$ cat src/design/avc_pkg.sv
`timescale 1ns / 1ps
// ----------------------------------------------------------------------------
// avc_pkg
// Types, codes and letter helpers for the Cyrillic autokey Vigenere unit.
// ----------------------------------------------------------------------------
package avc_pkg;

    localparam int KEY_MAX_DEF = 64;
    localparam int ALPHA       = 33;
    localparam int IDX_W       = 6;
    localparam int CODE_W      = 16;

    localparam logic [CODE_W-1:0] CODE_IO_UP    = 16'd1025;
    localparam logic [CODE_W-1:0] CODE_IO_LO    = 16'd1105;
    localparam logic [CODE_W-1:0] CODE_UP_FIRST = 16'd1040;
    localparam logic [CODE_W-1:0] CODE_UP_LAST  = 16'd1071;
    localparam logic [CODE_W-1:0] CODE_LO_FIRST = 16'd1072;
    localparam logic [CODE_W-1:0] CODE_LO_LAST  = 16'd1103;
    localparam logic [IDX_W-1:0]  IDX_IO        = 6'd6;
    localparam logic [CODE_W-1:0] CASE_OFFSET   = 16'd32;

    localparam logic [1:0] FN_CLEAR = 2'd0;
    localparam logic [1:0] FN_KEY   = 2'd1;
    localparam logic [1:0] FN_TEXT  = 2'd2;

    typedef enum logic [2:0] {
        ST_CIPHERED     = 3'd0,
        ST_PASSED       = 3'd1,
        ST_KEY_STORED   = 3'd2,
        ST_KEY_REJECTED = 3'd3,
        ST_NO_KEY       = 3'd4
    } t_status;

    typedef enum logic [1:0] {
        OP_FIXED  = 2'd0,
        OP_KEY    = 2'd1,
        OP_CIPHER = 2'd2
    } t_op;

    typedef struct packed {
        logic [1:0]        func;
        logic [CODE_W-1:0] in_code;
    } t_in_item;

    typedef struct packed {
        logic [CODE_W-1:0] out_code;
        t_status           status;
    } t_out_item;

    typedef struct packed {
        logic             is_letter;
        logic             lower;
        logic [IDX_W-1:0] idx;
    } t_letter;

    // request handed from the decode stage to the ring stage
    typedef struct packed {
        t_op               op;
        logic [CODE_W-1:0] code;
        t_status           status;
        logic [IDX_W-1:0]  idx;
        logic              lower;
        logic              dec;
    } t_s1_req;

    localparam int APB_AW = 3;

    localparam logic REG_DECRYPT   = 1'b0;
    localparam logic REG_KEEP_CASE = 1'b1;

    function automatic t_letter decode_letter(input logic [CODE_W-1:0] code);
        t_letter           res;
        logic [CODE_W-1:0] off;
        res = '0;
        off = '0;
        if (code == CODE_IO_UP) begin
            res.is_letter = 1'b1;
            res.idx       = IDX_IO;
        end else if (code == CODE_IO_LO) begin
            res.is_letter = 1'b1;
            res.lower     = 1'b1;
            res.idx       = IDX_IO;
        end else if (code >= CODE_LO_FIRST && code <= CODE_LO_LAST) begin
            res.is_letter = 1'b1;
            res.lower     = 1'b1;
            off           = code - CODE_LO_FIRST;
        end else if (code >= CODE_UP_FIRST && code <= CODE_UP_LAST) begin
            res.is_letter = 1'b1;
            off           = code - CODE_UP_FIRST;
        end
        if (res.is_letter && code != CODE_IO_UP && code != CODE_IO_LO) begin
            // io sits between ie and zhe
            if (off[IDX_W-1:0] < IDX_IO)
                res.idx = off[IDX_W-1:0];
            else
                res.idx = off[IDX_W-1:0] + 6'd1;
        end
        return res;
    endfunction

    function automatic logic [CODE_W-1:0] index_code(input logic [IDX_W-1:0] idx,
                                                     input logic lower);
        logic [CODE_W-1:0] up;
        if (idx == IDX_IO)
            return lower ? CODE_IO_LO : CODE_IO_UP;
        if (idx < IDX_IO)
            up = CODE_UP_FIRST + {10'd0, idx};
        else
            up = CODE_UP_FIRST - 16'd1 + {10'd0, idx};
        return lower ? up + CASE_OFFSET : up;
    endfunction

endpackage

$ cat src/design/avc_ram.sv
`timescale 1ns / 1ps
// ----------------------------------------------------------------------------
// avc_ram
// Generic simple dual-port RAM, one write and one registered read port.
// ----------------------------------------------------------------------------
module avc_ram #(
    parameter int WIDTH = 8,
    parameter int DEPTH = 16
) (
    input  logic                                 i_clk,
    input  logic                                 i_wr_en,
    input  logic [(DEPTH > 1 ? $clog2(DEPTH) : 1)-1:0] i_wr_addr,
    input  logic [WIDTH-1:0]                     i_wr_data,
    input  logic                                 i_rd_en,
    input  logic [(DEPTH > 1 ? $clog2(DEPTH) : 1)-1:0] i_rd_addr,
    output logic [WIDTH-1:0]                     o_rd_data
);

    logic [WIDTH-1:0] r_mem [DEPTH];
    logic [WIDTH-1:0] r_rd_data;

    always_ff @(posedge i_clk) begin
        if (i_wr_en)
            r_mem[i_wr_addr] <= i_wr_data;
        // read returns the old contents on a same-address write
        if (i_rd_en)
            r_rd_data <= r_mem[i_rd_addr];
    end

    assign o_rd_data = r_rd_data;

endmodule

$ cat src/design/avc_front.sv
`timescale 1ns / 1ps
// ----------------------------------------------------------------------------
// avc_front
// Request decode, key length and ring position, ring read issue.
// ----------------------------------------------------------------------------
module avc_front #(
    parameter int KEY_MAX = avc_pkg::KEY_MAX_DEF
) (
    input  logic                                      i_clk,
    input  logic                                      i_rst_n,
    input  logic                                      i_load,
    input  avc_pkg::t_in_item                         i_item,
    input  logic                                      i_decrypt,
    input  logic                                      i_keep_case,
    output avc_pkg::t_s1_req                          o_req,
    output logic [(KEY_MAX > 1 ? $clog2(KEY_MAX) : 1)-1:0] o_addr,
    output logic                                      o_rd_en
);

    localparam int PW = (KEY_MAX > 1) ? $clog2(KEY_MAX) : 1;
    localparam int LW = $clog2(KEY_MAX + 1);

    logic [LW-1:0]    r_key_len, n_key_len;
    logic [PW-1:0]    r_ring_pos, n_ring_pos;
    avc_pkg::t_letter w_let;
    logic [PW-1:0]    w_pos_eff;
    logic [LW-1:0]    w_pos_inc;

    always_comb begin
        w_let      = avc_pkg::decode_letter(i_item.in_code);
        n_key_len  = r_key_len;
        n_ring_pos = r_ring_pos;
        o_addr     = '0;
        o_req      = '0;
        o_req.op   = avc_pkg::OP_FIXED;
        o_req.status = avc_pkg::ST_KEY_REJECTED;
        o_req.idx  = w_let.idx;
        o_req.lower = w_let.lower & i_keep_case;
        o_req.dec  = i_decrypt;
        // position falls back to zero when it lies at or past the key length
        w_pos_eff  = (LW'(r_ring_pos) >= r_key_len) ? '0 : r_ring_pos;
        w_pos_inc  = LW'(w_pos_eff) + LW'(1);
        case (i_item.func)
            avc_pkg::FN_CLEAR: begin
                n_key_len    = '0;
                n_ring_pos   = '0;
                o_req.status = avc_pkg::ST_KEY_STORED;
            end
            avc_pkg::FN_KEY: begin
                if (w_let.is_letter && r_key_len < LW'(KEY_MAX)) begin
                    o_req.op     = avc_pkg::OP_KEY;
                    o_req.status = avc_pkg::ST_KEY_STORED;
                    o_addr       = r_key_len[PW-1:0];
                    n_key_len    = r_key_len + LW'(1);
                end
            end
            avc_pkg::FN_TEXT: begin
                if (!w_let.is_letter) begin
                    o_req.code   = i_item.in_code;
                    o_req.status = avc_pkg::ST_PASSED;
                end else if (r_key_len == '0) begin
                    o_req.code   = i_item.in_code;
                    o_req.status = avc_pkg::ST_NO_KEY;
                end else begin
                    o_req.op     = avc_pkg::OP_CIPHER;
                    o_req.status = avc_pkg::ST_CIPHERED;
                    o_addr       = w_pos_eff;
                    n_ring_pos   = (w_pos_inc >= r_key_len) ? '0 : w_pos_inc[PW-1:0];
                end
            end
            default: begin
            end
        endcase
        o_rd_en = i_load && (o_req.op == avc_pkg::OP_CIPHER);
    end

    always_ff @(posedge i_clk) begin
        if (!i_rst_n) begin
            r_key_len  <= '0;
            r_ring_pos <= '0;
        end else if (i_load) begin
            r_key_len  <= n_key_len;
            r_ring_pos <= n_ring_pos;
        end
    end

endmodule

$ cat src/design/avc_back.sv
`timescale 1ns / 1ps
// ----------------------------------------------------------------------------
// avc_back
// Ring stage: key select with forwarding, mod-33 add or subtract, write back, output reg.
// ----------------------------------------------------------------------------
module avc_back #(
    parameter int KEY_MAX = avc_pkg::KEY_MAX_DEF
) (
    input  logic                                      i_clk,
    input  logic                                      i_rst_n,
    input  logic                                      i_load,
    input  avc_pkg::t_s1_req                          i_req,
    input  logic [(KEY_MAX > 1 ? $clog2(KEY_MAX) : 1)-1:0] i_addr,
    input  logic [avc_pkg::IDX_W-1:0]                 i_rd_data,
    input  logic                                      i_out_ready,
    output logic                                      o_ready,
    output logic                                      o_wr_en,
    output logic [(KEY_MAX > 1 ? $clog2(KEY_MAX) : 1)-1:0] o_wr_addr,
    output logic [avc_pkg::IDX_W-1:0]                 o_wr_data,
    output logic                                      o_out_valid,
    output avc_pkg::t_out_item                        o_out_data
);

    localparam int PW = (KEY_MAX > 1) ? $clog2(KEY_MAX) : 1;
    localparam int IW = avc_pkg::IDX_W;

    logic               r_s1_vld;
    avc_pkg::t_s1_req   r_s1_req;
    logic [PW-1:0]      r_s1_addr;
    logic               r_fwd_hit;
    logic [IW-1:0]      r_fwd_data;
    logic               r_out_vld;
    avc_pkg::t_out_item r_out_data, n_out_data;
    logic               w_adv;
    logic [IW-1:0]      w_key;
    logic [IW:0]        w_sum;
    logic [IW-1:0]      w_c;

    assign w_adv   = r_s1_vld && (!r_out_vld || i_out_ready);
    assign o_ready = !r_s1_vld || w_adv;

    always_comb begin
        // a write landing at the same edge as the read is not in the ram data
        w_key = r_fwd_hit ? r_fwd_data : i_rd_data;
        if (r_s1_req.dec)
            w_sum = {1'b0, r_s1_req.idx} + (IW + 1)'(avc_pkg::ALPHA) - {1'b0, w_key};
        else
            w_sum = {1'b0, r_s1_req.idx} + {1'b0, w_key};
        if (w_sum >= (IW + 1)'(avc_pkg::ALPHA))
            w_sum = w_sum - (IW + 1)'(avc_pkg::ALPHA);
        w_c = w_sum[IW-1:0];

        n_out_data.out_code = r_s1_req.code;
        n_out_data.status   = r_s1_req.status;
        o_wr_en   = 1'b0;
        o_wr_addr = r_s1_addr;
        o_wr_data = r_s1_req.idx;
        case (r_s1_req.op)
            avc_pkg::OP_KEY: begin
                o_wr_en = w_adv;
            end
            avc_pkg::OP_CIPHER: begin
                o_wr_en   = w_adv;
                o_wr_data = r_s1_req.dec ? w_c : r_s1_req.idx;
                n_out_data.out_code = avc_pkg::index_code(w_c, r_s1_req.lower);
            end
            default: begin
            end
        endcase
    end

    always_ff @(posedge i_clk) begin
        if (!i_rst_n) begin
            r_s1_vld  <= 1'b0;
            r_out_vld <= 1'b0;
        end else begin
            if (i_load)
                r_s1_vld <= 1'b1;
            else if (w_adv)
                r_s1_vld <= 1'b0;
            if (w_adv)
                r_out_vld <= 1'b1;
            else if (i_out_ready)
                r_out_vld <= 1'b0;
        end
    end

    always_ff @(posedge i_clk) begin
        if (i_load) begin
            r_s1_req   <= i_req;
            r_s1_addr  <= i_addr;
            r_fwd_hit  <= o_wr_en && (o_wr_addr == i_addr);
            r_fwd_data <= o_wr_data;
        end
        if (w_adv)
            r_out_data <= n_out_data;
    end

    assign o_out_valid = r_out_vld;
    assign o_out_data  = r_out_data;

endmodule

$ cat src/design/autokey_vigenere_cyrillic_unit.sv
`timescale 1ns / 1ps
// ----------------------------------------------------------------------------
// autokey_vigenere_cyrillic_unit
// Autokey Vigenere cipher over the 33-letter Russian alphabet, key ring in RAM.
// ----------------------------------------------------------------------------
//  channel   signals                                   moves
//  in        i_in_valid / o_in_ready / i_in_data       one request per item
//  out       o_out_valid / i_out_ready / o_out_data    one result per item
//  config    psel penable pwrite paddr pwdata prdata   decrypt_mode @0, keep_case @4
//
//  one item per cycle while the output is not stalled; a result passes the ring stage
//  and then the output register; the single ring RAM read-modify-write sets the rate,
//  same-entry back-to-back accesses are covered by forwarding the pending write
//  reset clears key length, ring position and config; the ring RAM is not cleared
//  a stalled output holds its result while one more request waits in the ring stage
// ----------------------------------------------------------------------------
module autokey_vigenere_cyrillic_unit #(
    parameter int KEY_MAX = avc_pkg::KEY_MAX_DEF
) (
    input  logic                       i_clk,
    input  logic                       i_rst_n,
    input  logic                       i_in_valid,
    output logic                       o_in_ready,
    input  avc_pkg::t_in_item          i_in_data,
    output logic                       o_out_valid,
    input  logic                       i_out_ready,
    output avc_pkg::t_out_item         o_out_data,
    input  logic                       psel,
    input  logic                       penable,
    input  logic                       pwrite,
    input  logic [avc_pkg::APB_AW-1:0] paddr,
    input  logic [31:0]                pwdata,
    output logic [31:0]                prdata,
    output logic                       pready
);

    localparam int PW = (KEY_MAX > 1) ? $clog2(KEY_MAX) : 1;

    logic                      r_decrypt;
    logic                      r_keep_case;
    logic                      w_load;
    avc_pkg::t_s1_req          w_req;
    logic [PW-1:0]             w_addr;
    logic                      w_rd_en;
    logic [avc_pkg::IDX_W-1:0] w_rd_data;
    logic                      w_wr_en;
    logic [PW-1:0]             w_wr_addr;
    logic [avc_pkg::IDX_W-1:0] w_wr_data;

    assign pready = 1'b1;
    assign prdata = {31'd0, (paddr[2] == avc_pkg::REG_KEEP_CASE) ? r_keep_case : r_decrypt};

    always_ff @(posedge i_clk) begin
        if (!i_rst_n) begin
            r_decrypt   <= 1'b0;
            r_keep_case <= 1'b0;
        end else if (psel && penable && pwrite && pready) begin
            if (paddr[2] == avc_pkg::REG_DECRYPT)
                r_decrypt <= pwdata[0];
            else
                r_keep_case <= pwdata[0];
        end
    end

    assign w_load = i_in_valid && o_in_ready;

    avc_front #(.KEY_MAX(KEY_MAX)) u_front (
        .i_clk       (i_clk),
        .i_rst_n     (i_rst_n),
        .i_load      (w_load),
        .i_item      (i_in_data),
        .i_decrypt   (r_decrypt),
        .i_keep_case (r_keep_case),
        .o_req       (w_req),
        .o_addr      (w_addr),
        .o_rd_en     (w_rd_en)
    );

    avc_ram #(.WIDTH(avc_pkg::IDX_W), .DEPTH(KEY_MAX)) u_ring (
        .i_clk     (i_clk),
        .i_wr_en   (w_wr_en),
        .i_wr_addr (w_wr_addr),
        .i_wr_data (w_wr_data),
        .i_rd_en   (w_rd_en),
        .i_rd_addr (w_addr),
        .o_rd_data (w_rd_data)
    );

    avc_back #(.KEY_MAX(KEY_MAX)) u_back (
        .i_clk       (i_clk),
        .i_rst_n     (i_rst_n),
        .i_load      (w_load),
        .i_req       (w_req),
        .i_addr      (w_addr),
        .i_rd_data   (w_rd_data),
        .i_out_ready (i_out_ready),
        .o_ready     (o_in_ready),
        .o_wr_en     (w_wr_en),
        .o_wr_addr   (w_wr_addr),
        .o_wr_data   (w_wr_data),
        .o_out_valid (o_out_valid),
        .o_out_data  (o_out_data)
    );

endmodule

$ cat config.mk
export PLATFORM = sky130hd
export DESIGN_NAME = autokey_vigenere_cyrillic_unit
export DESIGN_NICKNAME = d
export VERILOG_FILES = /design/src/design/avc_pkg.sv /design/src/design/avc_ram.sv /design/src/design/avc_front.sv /design/src/design/avc_back.sv /design/src/design/autokey_vigenere_cyrillic_unit.sv
export SDC_FILE = /design/constraint.sdc
export NUM_CORES = 1
export LEC_CHECK = 0
export BUFFER_PORTS_ARGS = -buffer_cell sky130_fd_sc_hd__buf_2
export CAP_MARGIN = 15
export CORE_ASPECT_RATIO = 2
export CORE_MARGIN = 2
export CORE_UTILIZATION = 56
export CTS_CLUSTER_DIAMETER = 150
export DETAILED_ROUTE_END_ITERATION = 7
export HOLD_SLACK_MARGIN = 0.1
export PLACE_DENSITY = 0.77
export SLEW_MARGIN = 10
export SYNTH_ARGS = -nofsm -noshare
export SYNTH_HDL_FRONTEND = slang
export SYNTH_SLANG_ARGS = --single-unit
$ cat constraint.sdc
create_clock -name i_clk -period 6.53 [get_ports i_clk]
set_input_delay 0.653 -clock i_clk [delete_from_list [all_inputs] [get_ports i_clk]]
set_output_delay 0.653 -clock i_clk [all_outputs]
set_load 0.005 [all_outputs]
# Yosys cells after proc, flatten, opt, wreduce, memory -nomap -nowiden
# Memories as Yosys holds them, arrays and structs flattened. A register that Yosys moved wholly into a read port is not among the register bits.
# Index checks and enable logic that the tools add are counted.
[op_classes] n_addsub=12 magnitude_cmp=10 n_eq_ne=14 muxes=57 n_bitwise=2 n_reduce_logical=26
[ops] operator="2-to-1 mux 16 bit" n=8
[ops] operator="2-to-1 mux 6 bit" n=18
[ops] operator="== test 16 x 11 -> 1 bit (second input constant)" n=2
[ops] operator="greater-or-equal comparator 16 x 11 -> 1 bit (second input constant)" n=2
[ops] operator="less-or-equal comparator 16 x 11 -> 1 bit (second input constant)" n=2
[ops] operator="inequality test 16 x 11 -> 1 bit (second input constant)" n=2
[ops] operator="adder 11 x 6 -> 12 bit (first input constant)" n=2
[ops] operator="case mux 6 bit (2 select lines)" n=2
[ops] operator="2-to-1 mux 7 bit" n=3
[ops] operator="2-to-1 mux 19 bit" n=1
[ops] operator="2-to-1 mux 1 bit" n=17
[ops] operator="adder 16 x 6 -> 16 bit (second input constant)" n=1
[ops] operator="case mux 7 bit (2 select lines)" n=1
[ops] operator="< comparator 6 x 3 -> 1 bit (second input constant)" n=2
[ops] operator="subtractor 6 bit (second input constant)" n=2
[ops] operator="logical AND 1 bit" n=11
[ops] operator="case mux 3 bit (3 select lines)" n=1
[ops] operator="nonzero test 2 bit" n=4
[ops] operator="adder 6 x 1 -> 7 bit (second input constant)" n=1
[ops] operator="adder 6 x 6 -> 7 bit" n=1
[ops] operator="adder 6 x 6 -> 7 bit (second input constant)" n=1
[ops] operator="adder 7 x 1 -> 7 bit (second input constant)" n=1
[ops] operator="greater-or-equal comparator 6 x 7 -> 1 bit" n=1
[ops] operator="greater-or-equal comparator 7 x 6 -> 1 bit (second input constant)" n=1
[ops] operator="24 further kinds" n=34
[totals] register_bits=78 mem_bits_rw=384 inputBits=60 output_inout_bits=54 mem_count=1
[mem_list] name="u_ring.r_mem" words=64 word_bits=6 read_ports=1 rd_ports_with_merged_regs=1 wr=1 line="avc_ram.sv:19" text="logic [WIDTH-1:0] r_mem [DEPTH];"

# Longest topological paths before layout
[logic_depth] ltp_word=14 depth_mapped=19 mapped_depth_nobuf=18

# Cells and area by module
# From an unflattened synthesis, not the netlist that was laid out.
[hier_totals] cells_unflattened=1267 area_unflattened_um2=20833.7
[modules_own_cells] mod="avc_ram" n_inst=1 cells_each=720 area_per_inst_um2=15285.9
[modules_own_cells] mod="avc_back" n_inst=1 cells_each=275 area_per_inst_um2=3415.8
[modules_own_cells] mod="avc_front" n_inst=1 cells_each=227 area_per_inst_um2=1780.5
[modules_own_cells] mod="autokey_vigenere_cyrillic_unit" n_inst=1 cells_each=45 area_per_inst_um2=351.6

# Least setup slack after synthesis
# No wires, ideal clock.
[synth_timing] path_type="reg2reg" startpoint="reg u_back.r_fwd_hit" endpoint="reg u_back.r_fwd_data[2], data pin" arrival_time_ns=5.924 t_required_ns=5.819 path_slack_ns=-0.105 path_stages_with_launch=14 n_path_buf=1 synth_period_minus_slack_ns=6.635 path_cell_list="edfxtp_1 > clkbuf_1 > mux2_2 > ha_1 > inv_1 > ha_1 > fa_1 > nor4b_1 > a21o_1 > nand4_1 > nor4b_2 > o21ai_0 > xnor2_1 > o21ai_0"
[synth_between] elab_chain_cells=7
[synth_lines] element="start: declaration" line="avc_back.sv:30" text="logic r_fwd_hit;"
[synth_lines] element="start signal: assignment" line="avc_back.sv:92" text="r_fwd_hit <= o_wr_en && (o_wr_addr == i_addr);"
[synth_lines] element="2-to-1 mux 6 bit (*)" line="avc_back.sv:44" text="w_key = r_fwd_hit ? r_fwd_data : i_rd_data;"
[synth_lines] element="subtractor 7 x 6 -> 7 bit or adder 6 x 6 -> 7 bit (tied branches)" line="avc_back.sv:46, avc_back.sv:48"
[synth_lines] element="2-to-1 mux 7 bit (*)" line="avc_back.sv:45" text="if (r_s1_req.dec)"
[synth_lines] element="subtractor 6 bit or greater-or-equal comparator 7 x 6 -> 1 bit (tied branches)" line="avc_back.sv:50, avc_back.sv:49"
[synth_lines] element="2-to-1 mux 6 bit (*)" line="avc_back.sv:49" text="if (w_sum >= (IW + 1)'(avc_pkg::ALPHA))"
[synth_lines] element="2-to-1 mux 6 bit (*)" line="avc_back.sv:64" text="o_wr_data = r_s1_req.dec ? w_c : r_s1_req.idx;"
[synth_lines] element="2-to-1 mux 6 bit (*)" line="avc_back.sv:58" text="case (r_s1_req.op)"
[synth_lines] element="via u_back.o_wr_data (one bit)" line="avc_back.sv:19" text="output logic [avc_pkg::IDX_W-1:0] o_wr_data,"
[synth_lines] element="end signal: assignment" line="avc_back.sv:93" text="r_fwd_data <= o_wr_data;"
[synth_lines] element="end: declaration" line="avc_back.sv:31" text="logic [IW-1:0] r_fwd_data;"
# The timed path passes the listed nets; every way through them passes the cells marked *.
# A chain may end at the register's enable or synchronous reset.

# Worst setup path after layout
[layout_timing] startpoint="reg u_front.r_key_len[1]" endpoint="reg u_ring.r_rd_data[1], in the netlist u_ring.o_rd_data[1] (read register of u_ring.r_mem), data pin"
[layout_between] elab_chain_cells=6
[layout_lines] element="start: declaration" line="avc_front.sv:23" text="logic [LW-1:0] r_key_len, n_key_len;"
[layout_lines] element="start signal: assignment" line="avc_front.sv:82" text="r_key_len <= n_key_len;"
[layout_lines] element="< comparator 7 bit or logical NOT 7 bit (tied branches)" line="avc_front.sv:50, avc_front.sv:61"
[layout_lines] element="logical AND 1 bit or 2-to-1 mux 2 bit (tied branches)" line="avc_front.sv:50, avc_front.sv:61"
[layout_lines] element="2-to-1 mux 1 bit or 2-to-1 mux 2 bit (tied branches)" line="avc_front.sv:50, avc_front.sv:58"
[layout_lines] element="case mux 2 bit (2 select lines)" line="avc_front.sv:43" text="case (i_item.func)"
[layout_lines] element="== test 2 bit" line="avc_front.sv:74" text="o_rd_en = i_load && (o_req.op == avc_pkg::OP_CIPHER);"
[layout_lines] element="logical AND 1 bit" line="avc_front.sv:74"
[layout_lines] element="end: declaration" line="avc_ram.sv:20" text="logic [WIDTH-1:0] r_rd_data;"
# Several ways; a longest one is shown, not always the timed one.

==> run_results.csv <==
group,metric,value,unit
setup_path,crit_arrival,5.70,ns
layout,final_common_cell,"edfxtp_1",
route,routed_wl,53200,um
route,drtPass1Iterations,6,
clocking,cts_hold_buffers,0,
grt,antenna_found_initial,0,
outcome,status,"finished, final reports clean",
synthesis,yosysTopAreaCell,"edfxtp_1",
clocking,clk_pin_slew,0.06,ns
floorplanning,pin_count,114,
setup_path,crit_start,"u_front.r_key_len[1]$_SDFFE_PN0P_",
power_and_ir_drop,p_comb_share,5.6,%
route,initialDrtViolationCount,1492,
placed_design,pre_cts_ws,1.04,ns
clocking,cts_tree,"done",
grt,grt_pass1_vias,14400,
timing,skew,0.0293,ns
layout,antennaDiodeCount,0,
clocking,cts_buffers,39,
setup_path,worstPathRequired,6.77,ns
route,avgRoutedWirePerCell,23.9,um
timing,report.final.slew_viol_count,0,
layout,final_cell_mix,"451 x edfxtp_1, 106 x o21ai_0, 102 x nor2_1, 94 x and3_1, 68 x mux2_2",
clocking,h-tree-depth,2,
timing,setup_slack,1.07,ns
power_and_ir_drop,switchingPower,1.31,mW
route,via_count,14400,
synthesis,synth-async-reset-ratio,0,%
worst_hold_path,hp-class,"input pin to register",
timing,setup_violations,0,
placed_design,dpl.hpwl,35500,um
grt,grt_overflow_total,0,
power_and_ir_drop,pwr-share-seq,54.8,%
grt,grt_pass1_wl,80700,um
clocking,cts_resized,0,
clocking,cts_num_sinks,468,
synthesis,synthCells,1650,
synthesis,synth_edf_count,451,
placed_design,gp_congestion,0.940,
route,post-route-drc-count,0,
worst_hold_path,min_path_cells,3,
floorplanning,rows,102,
route,ant_nets,0,
clocking,cts_setup_buffers,0,
layout,area_delta_synth_final,9.11,%
clocking,clockBufferDepth,3,
layout,multi_input_comb_area,0.00738,mm2
layout,nNetsFinal,1788,
layout,fillers,2875,
synthesis,syn_area,0.0219,mm2
layout,final_core_utilization,61.9,%
timing,max_freq,183,MHz
synthesis,synth.distinct_cells,85,
grt,grt_use_total,26.0,%
setup_path,critPathLaunchType,"register",
power_and_ir_drop,swShare,21.4,%
synthesis,ys_ff_latch,468,
power_and_ir_drop,power.density,254,mW/mm2
setup_path,r2r-start,"u_front.r_key_len[1]$_SDFFE_PN0P_",
floorplanning,die_y,284,um
setup_path,rrSetupSlack,1.07,ns
synthesis,seq_area_frac_synth,63.3,%
synthesis,syn_avg_cell_area,13.3,um2
clocking,cts-root-buf,"clkbuf_16",
timing,final.setup.tns,0,ns
floorplanning,coreArea,0.0387,mm2
timing,holdWs,0.379,ns
power_and_ir_drop,p_leak,8.04,nW
timing,finalCritPeriodShare,83.6,%
setup_path,r2r_end,"u_ring.o_rd_data[1]$_DFFE_PP_",
timing,hold_violations,0,
floorplanning,start_util,56.7,%
timing,slew_headroom,21.8,%
power_and_ir_drop,clockPowerShare,39.6,%
placed_design,port_buffers,48,
setup_path,endpoint,"u_ring.o_rd_data[1]$_DFFE_PP_",
layout,layout-drive-gt1-share,15.5,%
grt,grt_max_degree,89,
timing,fin_crit,5.46,ns
timing,grt_setup_unrepaired,"false",
setup_path,reg2reg_depth,12,
run,drv_cap,0,
setup_path,path_max_fanout,66,
power_and_ir_drop,p_int,4.79,mW
synthesis,synthFlopType,"edfxtp_1",
setup_path,crit_type,"register to register",
synthesis,ys.warnings.count,0,
layout,register_area,0.0139,mm2
clocking,insertion_delay,0.56,ns
route,via_per_inst,6.47,
synthesis,synth_top_cell_area_share,61.7,%
synthesis,synth_area_leaders,"edfxtp_1 62%, mux2_2 3.5%, ha_1 3.1%",
setup_path,cp-end-kind,"register",
timing,worst_pin_slew,1.14,ns
floorplanning,die-area,0.0409,mm2
power_and_ir_drop,peakVddDrop,151,uV
floorplanning,die_w,144,um
-- power groups by stage --
stage                     logic [mW]  registers, mW  clock network [mW]
final                          0.344           3.34                2.41
after global routing           0.376           3.34                2.53
after CTS                      0.344           3.34                2.42
after detailed placement       0.342           3.40                   0
after global placement         0.331           3.40                   0
after floorplan                0.233           3.41                   0
-- metal layers --
| metal | routed length, um | GRT usage (%) |
|---|---|---|
| met1 | 17400 | 26.8 |
| met2 | 28900 | 48.4 |
| met3 | 3260 | 3.59 |
| met4 | 3570 | 15.8 |
| met5 | 0 | 0 |
-- final cells by class --
type                            count  area share [%]
Clock buffer                       39            4.08
Clock inverter                     32            1.47
Inverter                           43           0.674
Multi-Input combinational cell   1034            30.8
Sequential cell                   468            58.0
Tap cell                          520            2.72
Timing Repair Buffer               86            2.25
-- Yosys cell counts, types with 6 or more instances --
master	instances
o221ai_1	7
a21boi_0	11
buf_2	27
xnor2_1	16
a22oi_1	20
nand4_1	6
buf_4	35
a311o_1	38
nor3_1	8
a2111oi_0	43
buf_1	6
and2_1	22
clkbuf_1	61
o22ai_1	26
nand2_1	38
and3_1	94
nor2b_1	30
a21o_1	8
nand2b_1	11
a211oi_1	56
edfxtp_1	451
ha_1	54
nand3_1	67
inv_1	41
mux2i_1	10
xor2_1	11
o21ai_0	112
o21ai_1	15
mux2_2	68
dfxtp_1	17
a21oi_1	40
buf_6	6
nor2_1	103
-- per-stage QoR --
step	cells	total power, mW	instance area, um2
6_report	2222	6.09	23900
5_1_grt	2222	6.24	23900
4_1_cts	2222	6.10	23900
3_5_place_dp	2151	3.75	22600
3_3_place_gp	2151	3.73	22600
2_1_floorplan	1680	3.64	22100
-- worst min-delay path by stage --
stage | startpoint | to | slack (ns)
floorplan | u_back.n_out_data[0]$_DFFE_PP_ | u_back.o_out_data[0]$_DFFE_PP_ | 0.40
global placement | u_back.n_out_data[2]$_DFFE_PP_ | u_back.o_out_data[2]$_DFFE_PP_ | 0.40
detailed placement | u_back.n_out_data[0]$_DFFE_PP_ | u_back.o_out_data[0]$_DFFE_PP_ | 0.41
CTS | pwdata[0] | r_decrypt$_SDFFE_PN0P_ | 0.37
global route | pwdata[0] | r_decrypt$_SDFFE_PN0P_ | 0.39
finish | pwdata[0] | r_decrypt$_SDFFE_PN0P_ | 0.38
-- cell families (layout without fill, tap and decap cells) --
logic type | Yosys count | after routing | synth area share [%]
xor+xnor | 28 | 28 | 1.18
simple gates | 421 | 421 | 10.5
other cells | 2 | 32 | 0.0342
mux | 78 | 78 | 3.95
flops | 468 | 468 | 63.3
buf+inv | 178 | 200 | 4.00
fa+ha+maj | 56 | 56 | 3.26
compound gates | 419 | 419 | 13.8
-- worst max-delay path: stages (launching register included) --
cell and delay, ns:
dfxtp_1 0.49, inv_1 0.21, ha_1 0.32, nand2_1 0.05
o21ai_1 0.34, a2111oi_2 0.27, nor2_4 0.76, buf_4 0.73
mux2_2 0.44, o21ai_1 0.13, o21ai_1 0.11, a2111oi_0 1.03
nand3_1 0.19
-- registers in the layout, indices dropped and copies added, names as in the netlist, 3 cells and up --
name / flops
u_back.r_s1_req: 26
u_back.o_wr_addr: 6
u_ring.o_rd_data: 6
u_back.o_out_data: 19
u_ring.r_mem: 384
u_front.r_key_len: 7
u_back.n_out_data: 3
u_back.r_fwd_data: 6
u_front.r_ring_pos: 6
Power figures use the tool's default switching activity.
